File: src/chunk_stream_slot_table_macros.svh
// Assertion helpers for the chunk stream slot table
`ifndef CHUNK_STREAM_SLOT_TABLE_MACROS_SVH
`define CHUNK_STREAM_SLOT_TABLE_MACROS_SVH

// same-cycle implication
`define CST_ASSERT_IMPL(lbl, clk, rst_n, ante, cons, msg) \
    lbl: assert property (@(posedge clk) disable iff (!(rst_n)) (ante) |-> (cons)) \
        else $error(msg);

// next-cycle implication
`define CST_ASSERT_NEXT(lbl, clk, rst_n, ante, cons, msg) \
    lbl: assert property (@(posedge clk) disable iff (!(rst_n)) (ante) |=> (cons)) \
        else $error(msg);

`endif

File: src/cst_pkg.sv
package cst_pkg;

    localparam int KEY_W  = 17;
    localparam int SIZE_W = 31;
    localparam int OP_W   = 2;
    localparam int STAT_W = 3;

    localparam logic [SIZE_W-1:0] RESET_CHUNK_SIZE = 31'd128;

    typedef enum logic [OP_W-1:0] {
        OP_GET      = 2'd0,
        OP_SET_ALL  = 2'd1,
        OP_RELEASE  = 2'd2,
        OP_CLEAR    = 2'd3
    } t_op;

    typedef enum logic [STAT_W-1:0] {
        ST_FOUND = 3'd0,
        ST_ALLOC = 3'd1,
        ST_FULL  = 3'd2,
        ST_DONE  = 3'd3,
        ST_RANGE = 3'd4
    } t_status;

    typedef struct packed {
        logic              active;
        logic [KEY_W-1:0]  key;
        logic [SIZE_W-1:0] size;
    } t_entry;

endpackage

File: src/cst_ram.sv
module cst_ram #(
    parameter int DEPTH = 64,
    parameter int AW    = 6
) (
    input  logic                  i_clk,
    input  logic                  i_we,
    input  logic [AW-1:0]         i_waddr,
    input  cst_pkg::t_entry       i_wdata,
    input  logic                  i_re,
    input  logic [AW-1:0]         i_raddr,
    output cst_pkg::t_entry       o_rdata
);

    cst_pkg::t_entry r_mem [DEPTH];
    cst_pkg::t_entry r_rdata;

    always_ff @(posedge i_clk) begin
        if (i_we) begin
            r_mem[i_waddr] <= i_wdata;
        end
        if (i_re) begin
            r_rdata <= r_mem[i_raddr];
        end
    end

    assign o_rdata = r_rdata;

endmodule

File: src/cst_seq.sv
`include "chunk_stream_slot_table_macros.svh"

module cst_seq #(
    parameter int MAX_STREAMS = 64,
    parameter int SW = (MAX_STREAMS > 1) ? $clog2(MAX_STREAMS) : 1,
    parameter int UW = $clog2(MAX_STREAMS + 1)
) (
    input  logic                        i_clk,
    input  logic                        i_rst_n,
    input  logic                        i_valid,
    output logic                        o_ready,
    input  logic [cst_pkg::OP_W-1:0]    i_operation,
    input  logic [cst_pkg::KEY_W-1:0]   i_stream_id,
    input  logic [cst_pkg::SIZE_W-1:0]  i_new_chunk_size,
    input  logic [SW-1:0]               i_slot_index,
    input  logic [cst_pkg::SIZE_W-1:0]  i_reset_chunk_size,
    output logic                        o_res_valid,
    input  logic                        i_res_ready,
    output logic [cst_pkg::STAT_W-1:0]  o_res_status,
    output logic [SW-1:0]               o_res_slot,
    output logic [cst_pkg::SIZE_W-1:0]  o_res_size,
    output logic                        o_mem_we,
    output logic [SW-1:0]               o_mem_waddr,
    output cst_pkg::t_entry             o_mem_wdata,
    output logic                        o_mem_re,
    output logic [SW-1:0]               o_mem_raddr,
    input  cst_pkg::t_entry             i_mem_rdata
);

    typedef enum logic [2:0] {
        S_IDLE,
        S_GET,
        S_SET,
        S_DONE
    } t_state;

    localparam logic [UW-1:0] MAX_USED = UW'(MAX_STREAMS);

    t_state                       r_state;
    logic [UW-1:0]                r_used;
    logic [cst_pkg::SIZE_W-1:0]   r_cur;
    logic [cst_pkg::KEY_W-1:0]    r_id;
    logic [UW-1:0]                r_cnt;
    logic                         r_pend;
    logic [SW-1:0]                r_pidx;
    logic                         r_free_vld;
    logic [SW-1:0]                r_free;
    cst_pkg::t_status             r_res_status;
    logic [SW-1:0]                r_res_slot;
    logic [cst_pkg::SIZE_W-1:0]   r_res_size;

    logic w_accept;
    logic w_in_range;
    logic w_hit;
    logic w_issue;
    logic w_drain;
    logic w_room;

    assign o_ready     = (r_state == S_IDLE);
    assign w_accept    = i_valid && o_ready;
    assign w_in_range  = UW'(i_slot_index) < r_used;
    assign w_hit       = r_pend && i_mem_rdata.active && (i_mem_rdata.key == r_id);
    assign w_issue     = ((r_state == S_GET) || (r_state == S_SET)) && (r_cnt < r_used);
    assign w_drain     = !r_pend && (r_cnt >= r_used);
    assign w_room      = r_used < MAX_USED;

    assign o_mem_re    = w_issue;
    assign o_mem_raddr = r_cnt[SW-1:0];

    always_comb begin
        o_mem_we    = 1'b0;
        o_mem_waddr = i_slot_index;
        o_mem_wdata = '{active: 1'b0, key: '0, size: r_cur};
        unique case (r_state)
            S_IDLE: begin
                o_mem_we = w_accept && (cst_pkg::t_op'(i_operation) == cst_pkg::OP_RELEASE)
                           && w_in_range;
            end
            S_GET: begin
                o_mem_we    = w_drain && (r_free_vld || w_room);
                o_mem_waddr = r_free_vld ? r_free : r_used[SW-1:0];
                o_mem_wdata = '{active: 1'b1, key: r_id, size: r_cur};
            end
            S_SET: begin
                o_mem_we    = r_pend && i_mem_rdata.active;
                o_mem_waddr = r_pidx;
                o_mem_wdata = '{active: 1'b1, key: i_mem_rdata.key, size: r_cur};
            end
            default: begin
                o_mem_we = 1'b0;
            end
        endcase
    end

    always_ff @(posedge i_clk) begin
        if (!i_rst_n) begin
            r_state    <= S_IDLE;
            r_used     <= '0;
            r_cur      <= cst_pkg::RESET_CHUNK_SIZE;
            r_pend     <= 1'b0;
            r_free_vld <= 1'b0;
            r_cnt      <= '0;
        end else begin
            r_pend <= w_issue;
            r_pidx <= r_cnt[SW-1:0];
            if (w_issue) begin
                r_cnt <= r_cnt + UW'(1);
            end
            unique case (r_state)
                S_IDLE: begin
                    if (w_accept) begin
                        r_id       <= i_stream_id;
                        r_cnt      <= '0;
                        r_free_vld <= 1'b0;
                        unique case (cst_pkg::t_op'(i_operation))
                            cst_pkg::OP_GET: begin
                                r_state <= S_GET;
                            end
                            cst_pkg::OP_SET_ALL: begin
                                r_cur   <= i_new_chunk_size;
                                r_state <= S_SET;
                            end
                            cst_pkg::OP_RELEASE: begin
                                r_res_slot <= '0;
                                if (w_in_range) begin
                                    r_res_status <= cst_pkg::ST_DONE;
                                    r_res_size   <= r_cur;
                                end else begin
                                    r_res_status <= cst_pkg::ST_RANGE;
                                    r_res_size   <= '0;
                                end
                                r_state <= S_DONE;
                            end
                            cst_pkg::OP_CLEAR: begin
                                r_used       <= '0;
                                r_cur        <= i_reset_chunk_size;
                                r_res_status <= cst_pkg::ST_DONE;
                                r_res_slot   <= '0;
                                r_res_size   <= i_reset_chunk_size;
                                r_state      <= S_DONE;
                            end
                        endcase
                    end
                end
                S_GET: begin
                    if (w_hit) begin
                        r_res_status <= cst_pkg::ST_FOUND;
                        r_res_slot   <= r_pidx;
                        r_res_size   <= i_mem_rdata.size;
                        r_state      <= S_DONE;
                    end else if (r_pend) begin
                        if (!i_mem_rdata.active && !r_free_vld) begin
                            r_free_vld <= 1'b1;
                            r_free     <= r_pidx;
                        end
                    end else if (w_drain) begin
                        if (r_free_vld) begin
                            r_res_status <= cst_pkg::ST_ALLOC;
                            r_res_slot   <= r_free;
                            r_res_size   <= r_cur;
                        end else if (w_room) begin
                            r_res_status <= cst_pkg::ST_ALLOC;
                            r_res_slot   <= r_used[SW-1:0];
                            r_res_size   <= r_cur;
                            r_used       <= r_used + UW'(1);
                        end else begin
                            r_res_status <= cst_pkg::ST_FULL;
                            r_res_slot   <= '0;
                            r_res_size   <= '0;
                        end
                        r_state <= S_DONE;
                    end
                end
                S_SET: begin
                    if (w_drain) begin
                        r_res_status <= cst_pkg::ST_DONE;
                        r_res_slot   <= '0;
                        r_res_size   <= r_cur;
                        r_state      <= S_DONE;
                    end
                end
                S_DONE: begin
                    if (i_res_ready) begin
                        r_state <= S_IDLE;
                    end
                end
                default: begin
                    r_state <= S_IDLE;
                end
            endcase
        end
    end

    assign o_res_valid  = (r_state == S_DONE);
    assign o_res_status = r_res_status;
    assign o_res_slot   = r_res_slot;
    assign o_res_size   = r_res_size;

    `CST_ASSERT_IMPL(a_used_bound, i_clk, i_rst_n, 1'b1, r_used <= MAX_USED, "slot count above maximum")
    `CST_ASSERT_IMPL(a_scan_bound, i_clk, i_rst_n, (r_state == S_GET) || (r_state == S_SET), r_cnt <= r_used, "scan pointer past used slots")
    `CST_ASSERT_IMPL(a_no_rw_clash, i_clk, i_rst_n, o_mem_we && o_mem_re, o_mem_waddr != o_mem_raddr, "read and write hit one entry")
    `CST_ASSERT_NEXT(a_accept_busy, i_clk, i_rst_n, w_accept, r_state != S_IDLE, "accepted transfer left no work")

endmodule

File: src/chunk_stream_slot_table.sv
// Channel | Direction | Signals
// ------- | --------- | -----------------------------------------------------------
// input   | in        | i_valid/o_ready: i_operation, i_stream_id, i_new_chunk_size,
//         |           | i_slot_index
// result  | out       | o_valid/i_ready: o_status, o_slot, o_slot_chunk_size
// config  | in        | i_cfg_valid/o_cfg_ready: i_cfg_data (reset chunk size)
//
// Release and clear pass from transfer to result through the S_DONE state and the
// output register. Get and set-all sweep the used slots through the slot RAM, one
// read per cycle; a get hit at slot k ends the sweep there. Reset is synchronous,
// active low, and empties the table at once (slot count to zero). A stalled result
// holds in the output register; one more transfer is taken meanwhile and waits
// finished until it drains.
module chunk_stream_slot_table #(
    parameter int MAX_STREAMS = 64
) (
    input  logic                                      i_clk,
    input  logic                                      i_rst_n,
    input  logic                                      i_valid,
    output logic                                      o_ready,
    input  logic [cst_pkg::OP_W-1:0]                  i_operation,
    input  logic [cst_pkg::KEY_W-1:0]                 i_stream_id,
    input  logic [cst_pkg::SIZE_W-1:0]                i_new_chunk_size,
    input  logic [((MAX_STREAMS > 1) ? $clog2(MAX_STREAMS) : 1)-1:0] i_slot_index,
    output logic                                      o_valid,
    input  logic                                      i_ready,
    output logic [cst_pkg::STAT_W-1:0]                o_status,
    output logic [((MAX_STREAMS > 1) ? $clog2(MAX_STREAMS) : 1)-1:0] o_slot,
    output logic [cst_pkg::SIZE_W-1:0]                o_slot_chunk_size,
    input  logic                                      i_cfg_valid,
    output logic                                      o_cfg_ready,
    input  logic [cst_pkg::SIZE_W-1:0]                i_cfg_data
);

    localparam int SW = (MAX_STREAMS > 1) ? $clog2(MAX_STREAMS) : 1;
    localparam int UW = $clog2(MAX_STREAMS + 1);

    logic [cst_pkg::SIZE_W-1:0]  r_reset_chunk_size;
    logic                        r_o_valid;
    logic [cst_pkg::STAT_W-1:0]  r_o_status;
    logic [SW-1:0]               r_o_slot;
    logic [cst_pkg::SIZE_W-1:0]  r_o_size;

    logic                        w_res_valid;
    logic                        w_res_ready;
    logic [cst_pkg::STAT_W-1:0]  w_res_status;
    logic [SW-1:0]               w_res_slot;
    logic [cst_pkg::SIZE_W-1:0]  w_res_size;

    logic                        w_mem_we;
    logic [SW-1:0]               w_mem_waddr;
    cst_pkg::t_entry             w_mem_wdata;
    logic                        w_mem_re;
    logic [SW-1:0]               w_mem_raddr;
    cst_pkg::t_entry             w_mem_rdata;

    assign o_cfg_ready = 1'b1;

    always_ff @(posedge i_clk) begin
        if (!i_rst_n) begin
            r_reset_chunk_size <= cst_pkg::RESET_CHUNK_SIZE;
        end else if (i_cfg_valid && o_cfg_ready) begin
            r_reset_chunk_size <= i_cfg_data;
        end
    end

    assign w_res_ready = !r_o_valid || i_ready;

    always_ff @(posedge i_clk) begin
        if (!i_rst_n) begin
            r_o_valid <= 1'b0;
        end else if (w_res_ready) begin
            r_o_valid <= w_res_valid;
        end
    end

    always_ff @(posedge i_clk) begin
        if (w_res_ready && w_res_valid) begin
            r_o_status <= w_res_status;
            r_o_slot   <= w_res_slot;
            r_o_size   <= w_res_size;
        end
    end

    assign o_valid           = r_o_valid;
    assign o_status          = r_o_status;
    assign o_slot            = r_o_slot;
    assign o_slot_chunk_size = r_o_size;

    cst_seq #(
        .MAX_STREAMS (MAX_STREAMS),
        .SW          (SW),
        .UW          (UW)
    ) u_seq (
        .i_clk              (i_clk),
        .i_rst_n            (i_rst_n),
        .i_valid            (i_valid),
        .o_ready            (o_ready),
        .i_operation        (i_operation),
        .i_stream_id        (i_stream_id),
        .i_new_chunk_size   (i_new_chunk_size),
        .i_slot_index       (i_slot_index),
        .i_reset_chunk_size (r_reset_chunk_size),
        .o_res_valid        (w_res_valid),
        .i_res_ready        (w_res_ready),
        .o_res_status       (w_res_status),
        .o_res_slot         (w_res_slot),
        .o_res_size         (w_res_size),
        .o_mem_we           (w_mem_we),
        .o_mem_waddr        (w_mem_waddr),
        .o_mem_wdata        (w_mem_wdata),
        .o_mem_re           (w_mem_re),
        .o_mem_raddr        (w_mem_raddr),
        .i_mem_rdata        (w_mem_rdata)
    );

    cst_ram #(
        .DEPTH (MAX_STREAMS),
        .AW    (SW)
    ) u_ram (
        .i_clk   (i_clk),
        .i_we    (w_mem_we),
        .i_waddr (w_mem_waddr),
        .i_wdata (w_mem_wdata),
        .i_re    (w_mem_re),
        .i_raddr (w_mem_raddr),
        .o_rdata (w_mem_rdata)
    );

endmodule

File: config.mk
export PLATFORM = sky130hd
export DESIGN_NAME = chunk_stream_slot_table
export DESIGN_NICKNAME = d
export VERILOG_FILES = /design/src/cst_pkg.sv /design/src/cst_ram.sv /design/src/cst_seq.sv /design/src/chunk_stream_slot_table.sv
export VERILOG_INCLUDE_DIRS = /design/src /design/src/src
export SDC_FILE = /design/constraint.sdc
export NUM_CORES = 2
export LEC_CHECK = 0
export ABC_AREA = 1
export BUFFER_PORTS_ARGS = -buffer_cell sky130_fd_sc_hd__buf_4
export CAP_MARGIN = 20
export CORE_UTILIZATION = 50
export CTS_CLUSTER_DIAMETER = 200
export CTS_CLUSTER_SIZE = 40
export DETAILED_ROUTE_END_ITERATION = 7
export HOLD_SLACK_MARGIN = 0.02
export PLACE_DENSITY = 0.65
export SKIP_LAST_GASP = 1
export SLEW_MARGIN = 25
export SYNTH_ARGS = -nofsm -noshare
export SYNTH_HDL_FRONTEND = slang
export SYNTH_SLANG_ARGS = --single-unit
File: constraint.sdc
create_clock -name i_clk -period 11.4 [get_ports i_clk]
set_input_delay 0.57 -clock i_clk [delete_from_list [all_inputs] [get_ports i_clk]]
set_output_delay 0.57 -clock i_clk [all_outputs]
set_load 0.01 [all_outputs]
==> flow_results.org <==
** Placed design
- RD Place Congestion :: 0.935
- Placed wire-length estimate after detailed placement :: 216000 µm
- The count of buffers added on input and output ports is 133.

** Global routing
- Summed over all layers, the global routing overflow is 0.
- Entering global routing, the biggest net connects 216 pins.
- Number of antenna violations at the first check in global routing :: 10
- The first global-routing pass estimated 573000 µm of wire.
- Via count of the first global-routing pass :: 80.7k
- Combined global-route utilization of all metal layers :: 29.7%

** Clock tree
- Number of clock buffers inserted by TritonCTS :: 94
- Clock Tree Buf Depth :: 3
- TritonCTS built the clock tree.
- Gates resized during post-CTS repair numbered 0.
- After clock tree synthesis, the setup repair step added 0 buffers.
- Latest clock arrival within the worst-skew pair :: 0.86 ns
- Maximum level of the CTS H-tree :: 3
- For this design, the sink count on the clock tree is 3376.
- Clock-pin slew was measured on the worst setup and hold paths at 0.16 ns.
- Root cell of the clock tree :: sky130_fd_sc_hd__clkbuf_16

** Floorplanning
- Starting density of the core :: 50.4%
- Core Region :: 0.263 mm²
- The die covers 0.267 mm².
- Height of the die :: 517 µm
- Row Count :: 188
- Horizontal die dimension :: 517 µm
- IO Count :: 135

** Yosys
- Counting flops with a built-in enable in the synthesized netlist gives 3294.
- Counting flops and latches in the post-synthesis netlist gives 3376.
- In this run the cell area of the synthesized design comes to 0.132 mm².
- When the netlist entered floorplanning its net count stood at 10.3k.
- Summing the sequential cell areas from Yosys gives 75.9% of the chip area.
- The average instance in the mapped netlist occupies 13.0 µm².
- Summed over all instances, the cell type with the most area after synthesis is sky130_fd_sc_hd__edfxtp_1.
- Main synth FF type :: sky130_fd_sc_hd__edfxtp_1
- In the post-synthesis netlist, the biggest area contributors are sky130_fd_sc_hd__edfxtp_1 75%, sky130_fd_sc_hd__o21ai_0 6.3%, sky130_fd_sc_hd__nor2_1 5.9%.
- Counting flops with an async set or reset pin after synthesis yields a share of 0%.
- Instance count of the mapped netlist :: 10.2k
- Count of different cell masters after synthesis :: 44
- The synthesized design devotes to its leading area cell type 74.7% of total area.
- Yosys warns :: 0

** Final layout
- From synthesis to final layout, the design area changed by 6.33%.
- At the end of the flow the core is filled with cells to 53.6%.
- Nets :: 10.1k
- Share of cells above drive strength 1 :: 6.00%

** Job
- The tool flagged a number of max-cap violations equal to 0.

** Routing
- After detailed routing, the average wire length per cell comes to 29.9 µm.
- Detailed routing inserted a total of 87.4k vias.
- Per-cell via count in the routed design :: 6.46
- TritonRoute pass-1 iters :: 6
- Remaining antenna violation count after routing :: 0
- Number of DRC markers after the initial detailed-route iteration :: 13.9k
- Total DRC errors in the routed layout :: 0
- Wires add up to 404000 µm.

** STA
- Period utilization :: 59.8%
- Worst hold margin :: 0.0447 ns
- RSZ-0062 raised after global routing :: no
- Worst clock skew on the final layout :: 0.0656 ns
- For the pin with the worst max-slew slack, the measured transition is 1.32 ns.
- The hold violation count in the final report was 0.
- For this run, the top clock speed supported by timing is 147 MHz.
- Final critical delay including setup and external delays :: 6.81 ns
- In the final timing run, aggregate negative setup slack is 0 ns.
- Measured against its own limit, the worst slew margin works out to 12.2%.
- Setup violations, final :: 0
- Final Max Slew Viols :: 0

** Pwr
- Leak pwr :: 42.6 nW
- Power density over cell area :: 142 mW/mm²
- Across the VDD grid, the largest voltage drop is 0.125 mV.

** Worst setup path
- Setup slack on the worst flop-to-flop path :: 4.59 ns
- The cell that appears most often on the critical path is sky130_fd_sc_hd__nand2_1.
- The worst setup path is launched from a register.
- Among all stages on the critical path, the largest delay is contributed by sky130_fd_sc_hd__nor2_4.
- Peak fanout along the critical path :: 72
- Setup crit end kind :: register
- Start-to-end type of the worst setup path :: reg -> reg
- Traced cell by cell, the critical path runs through inv_2 -> nand2_2 -> nor2_8 -> inv_4 -> nand2_4 -> clkinv_2 -> nand2_1 -> nand3_1 -> or2_2 -> nor2_1 -> nand2_1 -> nor2_4 -> buf_4.
- STA puts the critical path data arrival time at 7.31 ns.
- Req. time, crit path :: 11.89 ns
- Longest individual stage delay on the worst path :: 1.03 ns

** Outcome
- Run status :: completed

** Min path
- The worst hold path belongs to the class in -> reg.
critical path: cells and delay by family (launching register included):
family / cells / cell delay, ns
flip-flops: 1 / 0.37
AND/OR/NAND/NOR: 9 / 3.83
buffers and inverters: 4 / 2.08
placed cells by master, fill, tap and decap left out, types with 4 or more instances in the layout:
cell type / n
sky130_fd_sc_hd__a21oi_1: 140
sky130_fd_sc_hd__dlygate4sd3_1: 78
sky130_fd_sc_hd__o22ai_4: 11
sky130_fd_sc_hd__a22o_1: 5
sky130_fd_sc_hd__nor3_1: 10
sky130_fd_sc_hd__nand2_1: 643
sky130_fd_sc_hd__nand4_1: 55
sky130_fd_sc_hd__dfxtp_1: 46
sky130_fd_sc_hd__dfxtp_4: 8
sky130_fd_sc_hd__o221ai_1: 65
sky130_fd_sc_hd__ha_1: 14
sky130_fd_sc_hd__inv_1: 66
sky130_fd_sc_hd__nand3_1: 450
sky130_fd_sc_hd__o21ai_1: 27
sky130_fd_sc_hd__buf_4: 328
sky130_fd_sc_hd__clkbuf_1: 18
sky130_fd_sc_hd__o21ai_0: 1679
sky130_fd_sc_hd__nand2_2: 5
sky130_fd_sc_hd__a21boi_0: 22
sky130_fd_sc_hd__nor2_4: 64
sky130_fd_sc_hd__o211ai_1: 331
sky130_fd_sc_hd__xnor2_1: 5
sky130_fd_sc_hd__clkbuf_16: 96
sky130_fd_sc_hd__a31oi_1: 30
sky130_fd_sc_hd__dfxtp_2: 28
sky130_fd_sc_hd__clkinv_2: 6
sky130_fd_sc_hd__edfxtp_1: 3294
sky130_fd_sc_hd__buf_12: 15
sky130_fd_sc_hd__a22o_4: 4
sky130_fd_sc_hd__nor2_1: 2016
sky130_fd_sc_hd__xor2_1: 7
sky130_fd_sc_hd__o22ai_1: 394
sky130_fd_sc_hd__inv_2: 7
logic make-up (layout without fill, tap and decap cells):
family | Yosys count | count (layout) | share of synthesized area (%)
buffers and inverters | 800 | 629 | 2.48
adders and majority gates | 14 | 14 | 0.132
and+or+nand+nor | 3256 | 3256 | 9.82
DFF | 3376 | 3376 | 75.9
AOI/OAI and AO/OA | 2717 | 2717 | 11.6
xor gates and xnor gates | 12 | 12 | 0.0793
other | 2 | 5 | 0.00567
stage by stage:
stage / cell area, µm² / setup slack [ns] / total power, W / instances
floorplan: 132000 / 6.43 / 0.0148 / 10177
global placement: 137000 / 5.29 / 0.0153 / 13322
detailed placement: 137000 / 5.23 / 0.0153 / 13322
CTS: 141000 / 5.23 / 0.0201 / 13518
global route: 141000 / 4.46 / 0.0205 / 13522
finish: 141000 / 4.59 / 0.0201 / 13524
report_power, final:
group / leakage, nW / switching [W] / internal [W]
clock network: 1.24 / 0.00345 / 0.00157
registers: 28.8 / 0.0000652 / 0.0137
logic: 12.5 / 0.000970 / 0.000311
total: 42.6 / 0.00449 / 0.0156
final timing paths:
check	startpoint	end	cells after the start
worst min register to register	u_seq.o_res_size[10]$_DFFE_PP_	o_slot_chunk_size[10]$_DFFE_PP_	0
worst max-delay path	u_seq.r_state[1]$_SDFFE_PN0P_	u_ram.r_mem[57][18]$_DFFE_PP_	13
worst max register to register	u_seq.r_state[1]$_SDFFE_PN0P_	u_ram.r_mem[57][18]$_DFFE_PP_	13
worst min-delay path	i_ready	o_valid$_SDFFE_PN0P_	4
state kept, by name (all words and copies together) (netlist names), 6 cells and up:
register / count
u_seq.r_used: 7
u_seq.r_cnt: 7
u_seq.r_pidx: 6
o_slot: 6
u_seq.r_cur: 31
u_ram.r_mem: 3136
r_reset_chunk_size: 31
u_seq.o_res_size: 31
u_ram.o_rdata: 49
u_seq.r_free: 6
u_seq.o_res_slot: 6
o_slot_chunk_size: 31
u_seq.r_id: 17
routing by layer:
metal | wire length [µm] | share of wire, % | global-route usage, %
met1 | 158000 | 39 | 42.7
met2 | 180000 | 45 | 45.1
met3 | 46500 | 12 | 5.09
met4 | 19200 | 4.8 | 12.1
met5 | 18 | 0.0045 | 0
what timing repair did:
action                     CTS  global route
hold buffers                78             0
setup endpoints to repair    0             0
hold endpoints to repair    78             0
cell usage after synthesis, types with 2 or more instances:
| master | n |
|---|---|
| sky130_fd_sc_hd__edfxtp_1 | 3294 |
| sky130_fd_sc_hd__nor2_1 | 2078 |
| sky130_fd_sc_hd__o21ai_0 | 1679 |
| sky130_fd_sc_hd__nand2_1 | 644 |
| sky130_fd_sc_hd__clkbuf_1 | 473 |
| sky130_fd_sc_hd__nand3_1 | 450 |
| sky130_fd_sc_hd__o22ai_1 | 405 |
| sky130_fd_sc_hd__o211ai_1 | 331 |
| sky130_fd_sc_hd__buf_2 | 184 |
| sky130_fd_sc_hd__a21oi_1 | 141 |
| sky130_fd_sc_hd__dfxtp_1 | 82 |
| sky130_fd_sc_hd__inv_1 | 75 |
| sky130_fd_sc_hd__o221ai_1 | 65 |
| sky130_fd_sc_hd__nand4_1 | 55 |
| sky130_fd_sc_hd__buf_1 | 43 |
| sky130_fd_sc_hd__a31oi_1 | 30 |
| sky130_fd_sc_hd__o21ai_1 | 27 |
| sky130_fd_sc_hd__a21boi_0 | 22 |
| sky130_fd_sc_hd__ha_1 | 14 |
| sky130_fd_sc_hd__buf_4 | 13 |
| sky130_fd_sc_hd__a22o_1 | 11 |
| sky130_fd_sc_hd__nor3_1 | 10 |
| sky130_fd_sc_hd__inv_2 | 8 |
| sky130_fd_sc_hd__xor2_1 | 7 |
| sky130_fd_sc_hd__xnor2_1 | 5 |
| sky130_fd_sc_hd__nand2_2 | 4 |
| sky130_fd_sc_hd__nand3_2 | 3 |
| sky130_fd_sc_hd__or2_2 | 3 |
| sky130_fd_sc_hd__a211oi_1 | 2 |
| sky130_fd_sc_hd__clkinv_1 | 2 |
| sky130_fd_sc_hd__conb_1 | 2 |
| sky130_fd_sc_hd__nand3b_1 | 2 |
| sky130_fd_sc_hd__nor2_2 | 2 |
final cells by class:
| class | count | area (µm²) |
|---|---|---|
| sequential | 3376 | 101000 |
| timing repair buffer | 425 | 3600 |
| inverter | 86 | 375 |
| tap | 3515 | 4400 |
| fill | 21717 | 122000 |
| multi-input combinational | 6001 | 29300 |
| antenna | 3 | 7.51 |
| clock buffer | 114 | 2470 |
| clock inverter | 4 | 75.1 |
Note: power is estimated with default switching activity, not from simulation.
